File: config.mk
export PLATFORM = sky130hd
export DESIGN_NAME = scalar_kalman_smoother
export DESIGN_NICKNAME = d
export VERILOG_FILES = /design/src/ksm_pkg.sv /design/src/ksm_ctrl.sv /design/src/ksm_dp.sv /design/src/scalar_kalman_smoother.sv
export SDC_FILE = /design/constraint.sdc
export NUM_CORES = 2
export LEC_CHECK = 0
export ABC_AREA = 1
export BUFFER_PORTS_ARGS = -buffer_cell sky130_fd_sc_hd__clkbuf_2
export CORE_AREA = 2 2 438 440
export CTS_CLUSTER_DIAMETER = 200
export DETAILED_ROUTE_END_ITERATION = 10
export DIE_AREA = 0 0 440 442
export GPL_ROUTABILITY_DRIVEN = 1
export SYNTH_ARGS = -nofsm -noshare
export SYNTH_HDL_FRONTEND = slang
export SYNTH_HIERARCHICAL = 1
export SYNTH_SLANG_ARGS = --single-unit
File: constraint.sdc
create_clock -name aclk -period 22.4 [get_ports aclk]
set_clock_uncertainty 0.15 [all_clocks]
set_input_delay 2.24 -clock aclk [delete_from_list [all_inputs] [get_ports aclk]]
set_output_delay 2.24 -clock aclk [all_outputs]
set_load 0.1 [all_outputs]
File: src/ksm_pkg.sv
// Shared types and constants for the scalar Kalman smoother.
// Used by ksm_ctrl, ksm_dp and the top level; depends on nothing.
package ksm_pkg;

    // Fixed-point layout: estimate and covariance are Q16.16, gain is Q1.16 (17 bits).
    localparam int FRAC_W     = 16;
    localparam int COV_W      = 32;
    localparam int NOISE_W    = 24;
    localparam int GAIN_W     = FRAC_W + 1;
    localparam int DIV_CNT_W  = $clog2(GAIN_W);
    localparam int DENOM_W    = COV_W + 1;
    localparam int REM_W      = DENOM_W + 1;
    localparam int PROD_W     = GAIN_W + COV_W;
    localparam int CH_W       = 2;
    localparam int OUT_W      = 16;
    localparam int MEAS_IN_W  = 16;

    localparam logic [GAIN_W-1:0]  GAIN_ONE = GAIN_W'(1) << FRAC_W;

    // Register map: paddr[2] selects the register.
    localparam int PADDR_W = 3;
    localparam logic REG_IDX_PROCESS_NOISE = 1'b0;
    localparam logic REG_IDX_MEASURE_NOISE = 1'b1;

    localparam logic [NOISE_W-1:0] PROCESS_NOISE_RST = 24'd1180;
    localparam logic [NOISE_W-1:0] MEASURE_NOISE_RST = 24'd32768;

    // Commands from the sequencer to the datapath.
    typedef struct packed {
        logic load;
        logic prep;
        logic dinit;
        logic div_step;
        logic mul_gain;
        logic mul_cov;
        logic commit;
        logic out_load;
    } ksm_cmd_t;

    // Status from the datapath to the sequencer.
    typedef struct packed {
        logic div_last;
    } ksm_status_t;

endpackage

File: src/ksm_ctrl.sv
// Sequencer for the scalar Kalman smoother: steps one sample through
// prepare, divide, multiply and commit. Depends on ksm_pkg.
module ksm_ctrl #(
    parameter int CHANNELS = 3
) (
    input  logic                           aclk,
    input  logic                           aresetn,
    input  logic                           s_tvalid,
    output logic                           s_tready,
    input  logic [ksm_pkg::CH_W-1:0]       s_tuser,
    output logic                           m_tvalid,
    input  logic                           m_tready,
    output ksm_pkg::ksm_cmd_t              cmd,
    input  ksm_pkg::ksm_status_t           status
);
    import ksm_pkg::*;

    typedef enum logic [2:0] {
        ST_IDLE,
        ST_PREP,
        ST_DINIT,
        ST_DIV,
        ST_MUL1,
        ST_MUL2,
        ST_FIN
    } state_t;

    state_t state_reg, state_next;
    logic   m_tvalid_reg, m_tvalid_next;
    logic   in_range;
    logic   out_free;

    assign in_range = int'(s_tuser) < CHANNELS;
    assign out_free = !m_tvalid_reg || m_tready;
    assign s_tready = (state_reg == ST_IDLE);
    assign m_tvalid = m_tvalid_reg;

    // Decode commands from the current state
    always_comb begin
        cmd          = '0;
        cmd.load     = (state_reg == ST_IDLE) && s_tvalid;
        cmd.prep     = (state_reg == ST_PREP);
        cmd.dinit    = (state_reg == ST_DINIT);
        cmd.div_step = (state_reg == ST_DIV);
        cmd.mul_gain = (state_reg == ST_MUL1);
        cmd.mul_cov  = (state_reg == ST_MUL2);
        cmd.commit   = (state_reg == ST_FIN);
        cmd.out_load = (state_reg == ST_FIN) && out_free;
    end

    // Next state and output valid
    always_comb begin
        state_next    = state_reg;
        m_tvalid_next = m_tvalid_reg;
        if (m_tready) begin
            m_tvalid_next = 1'b0;
        end
        unique case (state_reg)
            ST_IDLE: begin
                if (s_tvalid && in_range) begin
                    state_next = ST_PREP;
                end
            end
            ST_PREP:  state_next = ST_DINIT;
            ST_DINIT: state_next = ST_DIV;
            ST_DIV: begin
                if (status.div_last) begin
                    state_next = ST_MUL1;
                end
            end
            ST_MUL1:  state_next = ST_MUL2;
            ST_MUL2:  state_next = ST_FIN;
            ST_FIN: begin
                // Hold the result until the output register frees up
                if (out_free) begin
                    m_tvalid_next = 1'b1;
                    state_next    = ST_IDLE;
                end
            end
            default:  state_next = ST_IDLE;
        endcase
    end

    always_ff @(posedge aclk) begin
        if (!aresetn) begin
            state_reg    <= ST_IDLE;
            m_tvalid_reg <= 1'b0;
        end else begin
            state_reg    <= state_next;
            m_tvalid_reg <= m_tvalid_next;
        end
    end

endmodule

File: src/ksm_dp.sv
// Datapath for the scalar Kalman smoother: per-channel state, the
// restoring gain divider, the shared multiplier and the output register. Depends on ksm_pkg.
module ksm_dp #(
    parameter int CHANNELS     = 3,
    parameter int SAMPLE_WIDTH = 16
) (
    input  logic                              aclk,
    input  logic                              aresetn,
    input  ksm_pkg::ksm_cmd_t                 cmd,
    output ksm_pkg::ksm_status_t              status,
    input  logic [ksm_pkg::CH_W-1:0]          s_tuser,
    input  logic [ksm_pkg::MEAS_IN_W-1:0]     s_meas,
    input  logic [ksm_pkg::NOISE_W-1:0]       process_noise,
    input  logic [ksm_pkg::NOISE_W-1:0]       measure_noise,
    output logic [ksm_pkg::CH_W-1:0]          m_tuser,
    output logic [ksm_pkg::OUT_W-1:0]         m_filtered
);
    import ksm_pkg::*;

    localparam int MEAS_W = (SAMPLE_WIDTH < MEAS_IN_W) ? SAMPLE_WIDTH : MEAS_IN_W;
    localparam int EST_W  = MEAS_W + FRAC_W;

    // Per-channel state
    logic [EST_W-1:0]    est_mem_reg [CHANNELS];
    logic [COV_W-1:0]    cov_mem_reg [CHANNELS];
    logic [CHANNELS-1:0] started_reg;

    // Working registers
    logic [CH_W-1:0]      ch_reg;
    logic [MEAS_W-1:0]    meas_reg;
    logic [EST_W-1:0]     est_reg;
    logic [COV_W-1:0]     pred_reg;
    logic [DENOM_W-1:0]   denom_reg;
    logic [REM_W-1:0]     rem_reg;
    logic [GAIN_W-1:0]    quo_reg;
    logic [DIV_CNT_W-1:0] cnt_reg;
    logic                 ge_reg;
    logic [EST_W-1:0]     diff_reg;
    logic [PROD_W-1:0]    prod_reg;
    logic [CH_W-1:0]      out_ch_reg;
    logic [OUT_W-1:0]     out_filt_reg;

    logic [EST_W-1:0]   meas_q;
    logic [EST_W-1:0]   est_rd;
    logic [COV_W-1:0]   cov_rd;
    logic               started_rd;
    logic [DENOM_W-1:0] pred_sum;
    logic [REM_W-1:0]   rem_eff;
    logic [REM_W:0]     trial;
    logic               quo_bit;
    logic [GAIN_W-1:0]  gain;
    logic [GAIN_W-1:0]  mul_a;
    logic [COV_W-1:0]   mul_b;
    logic [PROD_W-1:0]  prod_ceil;

    assign meas_q = {meas_reg, {FRAC_W{1'b0}}};

    // Select the addressed channel's state
    always_comb begin
        est_rd     = '0;
        cov_rd     = '0;
        started_rd = 1'b0;
        for (int i = 0; i < CHANNELS; i++) begin
            if (int'(ch_reg) == i) begin
                est_rd     = est_mem_reg[i];
                cov_rd     = cov_mem_reg[i];
                started_rd = started_reg[i];
            end
        end
    end

    // Predicted covariance, saturated to 32 bits
    assign pred_sum = {1'b0, cov_rd} + DENOM_W'(process_noise);

    // One restoring divider step; the first step takes the remainder unshifted
    assign rem_eff = (cnt_reg == '0) ? rem_reg : {rem_reg[REM_W-2:0], 1'b0};
    assign trial   = {1'b0, rem_eff} - {2'b00, denom_reg};
    assign quo_bit = !trial[REM_W];
    assign status.div_last = (cnt_reg == DIV_CNT_W'(GAIN_W - 1));

    // Zero divisor gives zero gain
    assign gain = (denom_reg == '0) ? '0 : quo_reg;

    // Shared multiplier: gain * innovation, then (1 - gain) * predicted
    assign mul_a     = cmd.mul_cov ? (GAIN_ONE - gain) : gain;
    assign mul_b     = cmd.mul_cov ? pred_reg : COV_W'(diff_reg);
    assign prod_ceil = prod_reg + PROD_W'({FRAC_W{1'b1}});

    always_ff @(posedge aclk) begin
        if (cmd.load) begin
            ch_reg   <= s_tuser;
            meas_reg <= s_meas[MEAS_W-1:0];
        end
        if (cmd.prep) begin
            est_reg  <= started_rd ? est_rd : meas_q;
            pred_reg <= pred_sum[COV_W] ? {COV_W{1'b1}} : pred_sum[COV_W-1:0];
        end
        if (cmd.dinit) begin
            denom_reg <= {1'b0, pred_reg} + DENOM_W'(measure_noise);
            rem_reg   <= REM_W'(pred_reg);
            cnt_reg   <= '0;
            ge_reg    <= (meas_q >= est_reg);
            diff_reg  <= (meas_q >= est_reg) ? (meas_q - est_reg) : (est_reg - meas_q);
        end
        if (cmd.div_step) begin
            rem_reg <= quo_bit ? trial[REM_W-1:0] : rem_eff;
            quo_reg <= {quo_reg[GAIN_W-2:0], quo_bit};
            cnt_reg <= cnt_reg + 1'b1;
        end
        if (cmd.mul_gain || cmd.mul_cov) begin
            prod_reg <= mul_a * mul_b;
        end
        // Move the estimate: floor when rising, ceiling of the step when falling
        if (cmd.mul_cov) begin
            if (ge_reg) begin
                est_reg <= est_reg + prod_reg[FRAC_W +: EST_W];
            end else begin
                est_reg <= est_reg - prod_ceil[FRAC_W +: EST_W];
            end
        end
        if (cmd.out_load) begin
            out_ch_reg   <= ch_reg;
            out_filt_reg <= OUT_W'(est_reg[EST_W-1:FRAC_W]);
        end
    end

    // Write back channel state
    always_ff @(posedge aclk) begin
        if (!aresetn) begin
            started_reg <= '0;
            for (int i = 0; i < CHANNELS; i++) begin
                est_mem_reg[i] <= '0;
                cov_mem_reg[i] <= '0;
            end
        end else if (cmd.commit) begin
            for (int i = 0; i < CHANNELS; i++) begin
                if (int'(ch_reg) == i) begin
                    est_mem_reg[i] <= est_reg;
                    cov_mem_reg[i] <= prod_reg[FRAC_W +: COV_W];
                    started_reg[i] <= 1'b1;
                end
            end
        end
    end

    assign m_tuser    = out_ch_reg;
    assign m_filtered = out_filt_reg;

endmodule

File: src/scalar_kalman_smoother.sv
// Scalar Kalman smoother for several distance sensor channels.
// Input beat: s_tdata carries the sample, s_tuser the channel number.
// Output beat: m_tdata carries the filtered distance, m_tuser the channel.
// Q and R are written through the APB port at byte addresses 0 and 4.
// Each channel keeps its own estimate, covariance and started flag; the
// first sample of a channel loads the estimate directly.
// Each sample passes through prepare, the 17-step restoring divider
// that forms the gain, two multiplies on one shared multiplier and the
// write back before its output goes valid. The block takes no new
// sample until it is done with the last one; s_tready is high only while idle.
// A beat with a channel number at or above CHANNELS is taken and
// dropped, with no result.
// The result sits in an output register; when the receiver stalls the
// block can still take one more sample and holds its result until the
// register frees up.
// Reset clears all channel state (not started) and loads Q = 1180 and
// R = 32768 (both Q8.16); m_tvalid drops.
module scalar_kalman_smoother #(
    parameter int CHANNELS     = 3,
    parameter int SAMPLE_WIDTH = 16
) (
    input  logic                          aclk,
    input  logic                          aresetn,
    // Input stream
    input  logic                          s_tvalid,
    output logic                          s_tready,
    input  logic [15:0]                   s_tdata,   // [15:0] measurement
    input  logic [1:0]                    s_tuser,   // [1:0] channel
    // Result stream
    output logic                          m_tvalid,
    input  logic                          m_tready,
    output logic [15:0]                   m_tdata,   // [15:0] filtered
    output logic [1:0]                    m_tuser,   // [1:0] result_channel
    // Configuration
    input  logic                          psel,
    input  logic                          penable,
    input  logic                          pwrite,
    input  logic [ksm_pkg::PADDR_W-1:0]   paddr,
    input  logic [31:0]                   pwdata,
    output logic [31:0]                   prdata,
    output logic                          pready
);
    import ksm_pkg::*;

    logic [NOISE_W-1:0] process_noise_reg;
    logic [NOISE_W-1:0] measure_noise_reg;
    logic               cfg_write;
    ksm_cmd_t           cmd;
    ksm_status_t        status;

    assign pready    = 1'b1;
    assign cfg_write = psel && penable && pwrite && pready;

    // Configuration registers
    always_ff @(posedge aclk) begin
        if (!aresetn) begin
            process_noise_reg <= PROCESS_NOISE_RST;
            measure_noise_reg <= MEASURE_NOISE_RST;
        end else if (cfg_write) begin
            unique case (paddr[2])
                REG_IDX_PROCESS_NOISE: process_noise_reg <= pwdata[NOISE_W-1:0];
                REG_IDX_MEASURE_NOISE: measure_noise_reg <= pwdata[NOISE_W-1:0];
                default: ;
            endcase
        end
    end

    // Register readback
    always_comb begin
        unique case (paddr[2])
            REG_IDX_PROCESS_NOISE: prdata = 32'(process_noise_reg);
            REG_IDX_MEASURE_NOISE: prdata = 32'(measure_noise_reg);
            default:               prdata = '0;
        endcase
    end

    ksm_ctrl #(
        .CHANNELS (CHANNELS)
    ) u_ctrl (
        .aclk     (aclk),
        .aresetn  (aresetn),
        .s_tvalid (s_tvalid),
        .s_tready (s_tready),
        .s_tuser  (s_tuser),
        .m_tvalid (m_tvalid),
        .m_tready (m_tready),
        .cmd      (cmd),
        .status   (status)
    );

    ksm_dp #(
        .CHANNELS     (CHANNELS),
        .SAMPLE_WIDTH (SAMPLE_WIDTH)
    ) u_dp (
        .aclk          (aclk),
        .aresetn       (aresetn),
        .cmd           (cmd),
        .status        (status),
        .s_tuser       (s_tuser),
        .s_meas        (s_tdata),
        .process_noise (process_noise_reg),
        .measure_noise (measure_noise_reg),
        .m_tuser       (m_tuser),
        .m_filtered    (m_tdata)
    );

endmodule

==> flow_metrics.tcl <==
set metrics [dict create \
    port_buffers 93 \
    async_flop_share 0 \
    run_status "finished, final reports clean" \
    detailedRoute.firstPassIterationCount 6 \
    register_to_register_setup_slack_ns 12.14 \
    wl_met1_mm 69.6 \
    critical_path.startpoint_type "register" \
    grt_first_pass_wirelength_mm 237 \
    cts_buffer_depth 3 \
    drt-wirelength-per-cell_um 17.8 \
    crit-reg2reg-launch "u_dp/denom_reg[1]" \
    hold-path-cell-count 2 \
    grt_pass1_vias 39900 \
    area_growth_syn_to_layout_pct 10.6 \
    clk-insertion-delay-late_ns 0.64 \
    critPathMaxFanout 30 \
    setup_repair_after_global_routing_missed_its_margin "false" \
    report.final.setup_viol 0 \
    cp_common_cell "inv_1" \
    layout_worst_path_cycle_share 0.458 \
    timing.final.hold_violations 0 \
    initial_utilization 0.258 \
    hold_path.class "register to register" \
    worstSetupEndpointType "register" \
    reg2reg_depth 37 \
    num_vias 40400 \
    yosys-top-cells-area "edfxtp_1 28%, fa_1 19%, nand2_1 11%" \
    coreArea_um2 190000 \
    post_cts_hold_buffer_count 0 \
    grtUsageTotal 0.156 \
    detailroute.wirelength.met3_mm 8.79 \
    critical_path.reg2reg.endpoint "u_dp/prod_reg[47]" \
    leading_area_contributor_after_synthesis "edfxtp_1" \
    netlist-cell-type-count 69 \
    max_slew.worst_pin.slew_ns 1.26 \
    worstPathArrival_ns 10.49 \
    detailedPlacementHpwl_mm 121 \
    mostFrequentLayoutCells "1399 x nand2_1, 1104 x inv_1, 643 x nor2_1" \
    min_delay_worst_endpoint "u_dp/started_reg[1]" \
    achievable-frequency_ghz 0.0974 \
    cts_tree "built" \
    boundaryPins 113 \
    yosysSeqAreaShare 0.306 \
    timing_max_transition_violations_final 0 \
    worstHoldStart "u_dp/started_reg[1]" \
    timing_worst_setup_path_type "register to register" \
    synth.yosys.warnings 6 \
    cts-buffers-inserted 55 \
    final_core_utilization 0.286 \
    antenna_found_initial 3 \
    cpMaxStageDelayCell "nor2_1" \
    final_period_minus_worst_setup_slack_ns 10.26 \
    netlist.area_leader.share 0.283 \
    postCtsSetupRepairBufs 0 \
    layout-drive-gt1-share 0.0631 \
    finalSetupTns_ns 0 \
    grt_overflow_total 0 \
    highest_layer "met5" \
    clock_tree.root_cell "clkbuf_16" \
    yosys_most_used_dff "edfxtp_1" \
    final_common_cell "nand2_1" \
    postSynthAreaPerCell_um2 8.12 \
    cts_max_level 2 \
    detailroute.wirelength.met2_mm 71.3 \
    fp.dieH_um 442 \
    yosys_register_bits 517 \
    final_nets 6852 \
    globalplace.congestion 0.933 \
    grt_start_max_net_pins 65 \
    std_cell_rows 160 \
    worst-endpoint-required_ns 22.62 \
    floorplan.die_area_um2 194000 \
    drt_iter0_drc 3242 \
    worst_slew_margin_relative_to_its_limit 0.163 \
    max_stage_delay_ns 0.67 \
    cts_resized 0 \
    synth_enable_flop_cells 462 \
    detail_route.vias_per_cell 4.68 \
    max-cap-violations 0 \
    clk_transition_reported_paths_ns 0.07 \
    antenna_nets_post_route 0 \
    syn_area_um2 49000 \
    sink_count 517 \
    synthesis.instances 6034 \
    routed_wirelength_mm 154 \
    chipWidth_um 440 \
    drcViolationCount 0 \
]
Yosys cell counts (all sizes together) (64+ instances only):
library cell	n
a21oi	344
buf	80
clkbuf	95
edfxtp	462
fa	453
ha	266
inv	1127
nand2	1425
nand3	208
nand4	64
nor2	684
o21ai	267
xnor2	69
xor2	110
cell type report:
| class | count | area [µm²] |
|---|---|---|
| fill | 20200 | 135000 |
| multi-input combinational | 4213 | 29100 |
| sequential | 517 | 15000 |
| inverter | 1136 | 4260 |
| tap | 2511 | 3140 |
| clock buffer | 62 | 1420 |
| timing repair buffer | 150 | 893 |
| clock inverter | 38 | 385 |
| antenna | 1 | 2.50 |
worst max-delay path by stage:
stage,depth (start not counted),start,endpoint,slack [ns]
after detailed placement,37,u_dp/denom_reg[1],u_dp/prod_reg[47],12.32
after CTS,37,u_dp/denom_reg[1],u_dp/prod_reg[47],12.29
final,37,u_dp/denom_reg[1],u_dp/prod_reg[47],12.14
after floorplan,39,u_dp/denom_reg[13],u_dp/prod_reg[32],15.03
after global routing,37,u_dp/denom_reg[1],u_dp/prod_reg[47],11.53
after global placement,37,u_dp/denom_reg[1],u_dp/prod_reg[47],12.25
cells by family (layout without fill, tap and decap cells):
kind of cell	count (synthesis)	count (layout)	synth area share
simple gates	2487	2487	0.210
other cells	2	10	0.000153
buf+inv	1311	1386	0.103
flops	517	517	0.306
mux	20	20	0.00409
fa+ha+maj	719	719	0.253
xor+xnor	179	179	0.0320
compound gates	799	799	0.0912
per-layer routing:
metal | GRT usage | vias up
li1 | - | 19200
met3 | 0.0189 | 203
met1 | 0.218 | 19800
met4 | 0.0379 | 4
met5 | 0 | -
met2 | 0.254 | 1224
stage by stage:
step / cells / hold slack (ns) / instance area [µm²] / setup slack [ns]
detailed placement: 8527 / 0.293 / 52300 / 12.32
CTS: 8627 / 0.302 / 54200 / 12.29
finish: 8628 / 0.303 / 54200 / 12.14
floorplan: 6041 / 0.276 / 49000 / 15.03
global route: 8627 / 0.328 / 54200 / 11.53
global placement: 8527 / 0.288 / 52300 / 12.25
worst max-delay path, delay by kind of cell (launching register included):
kind                       cells  cell delay (ns)
buffers and inverters         10             1.24
AOI/OAI and AO/OA              7             2.00
xor gates and xnor gates       1             0.49
adders and majority gates      8             3.55
DFF                            1             0.43
and+or+nand+nor               11             2.11
Power is left out: the tool's default activity adds up to more than one toggle a clock period on the data nets, which glitch-free logic cannot reach.
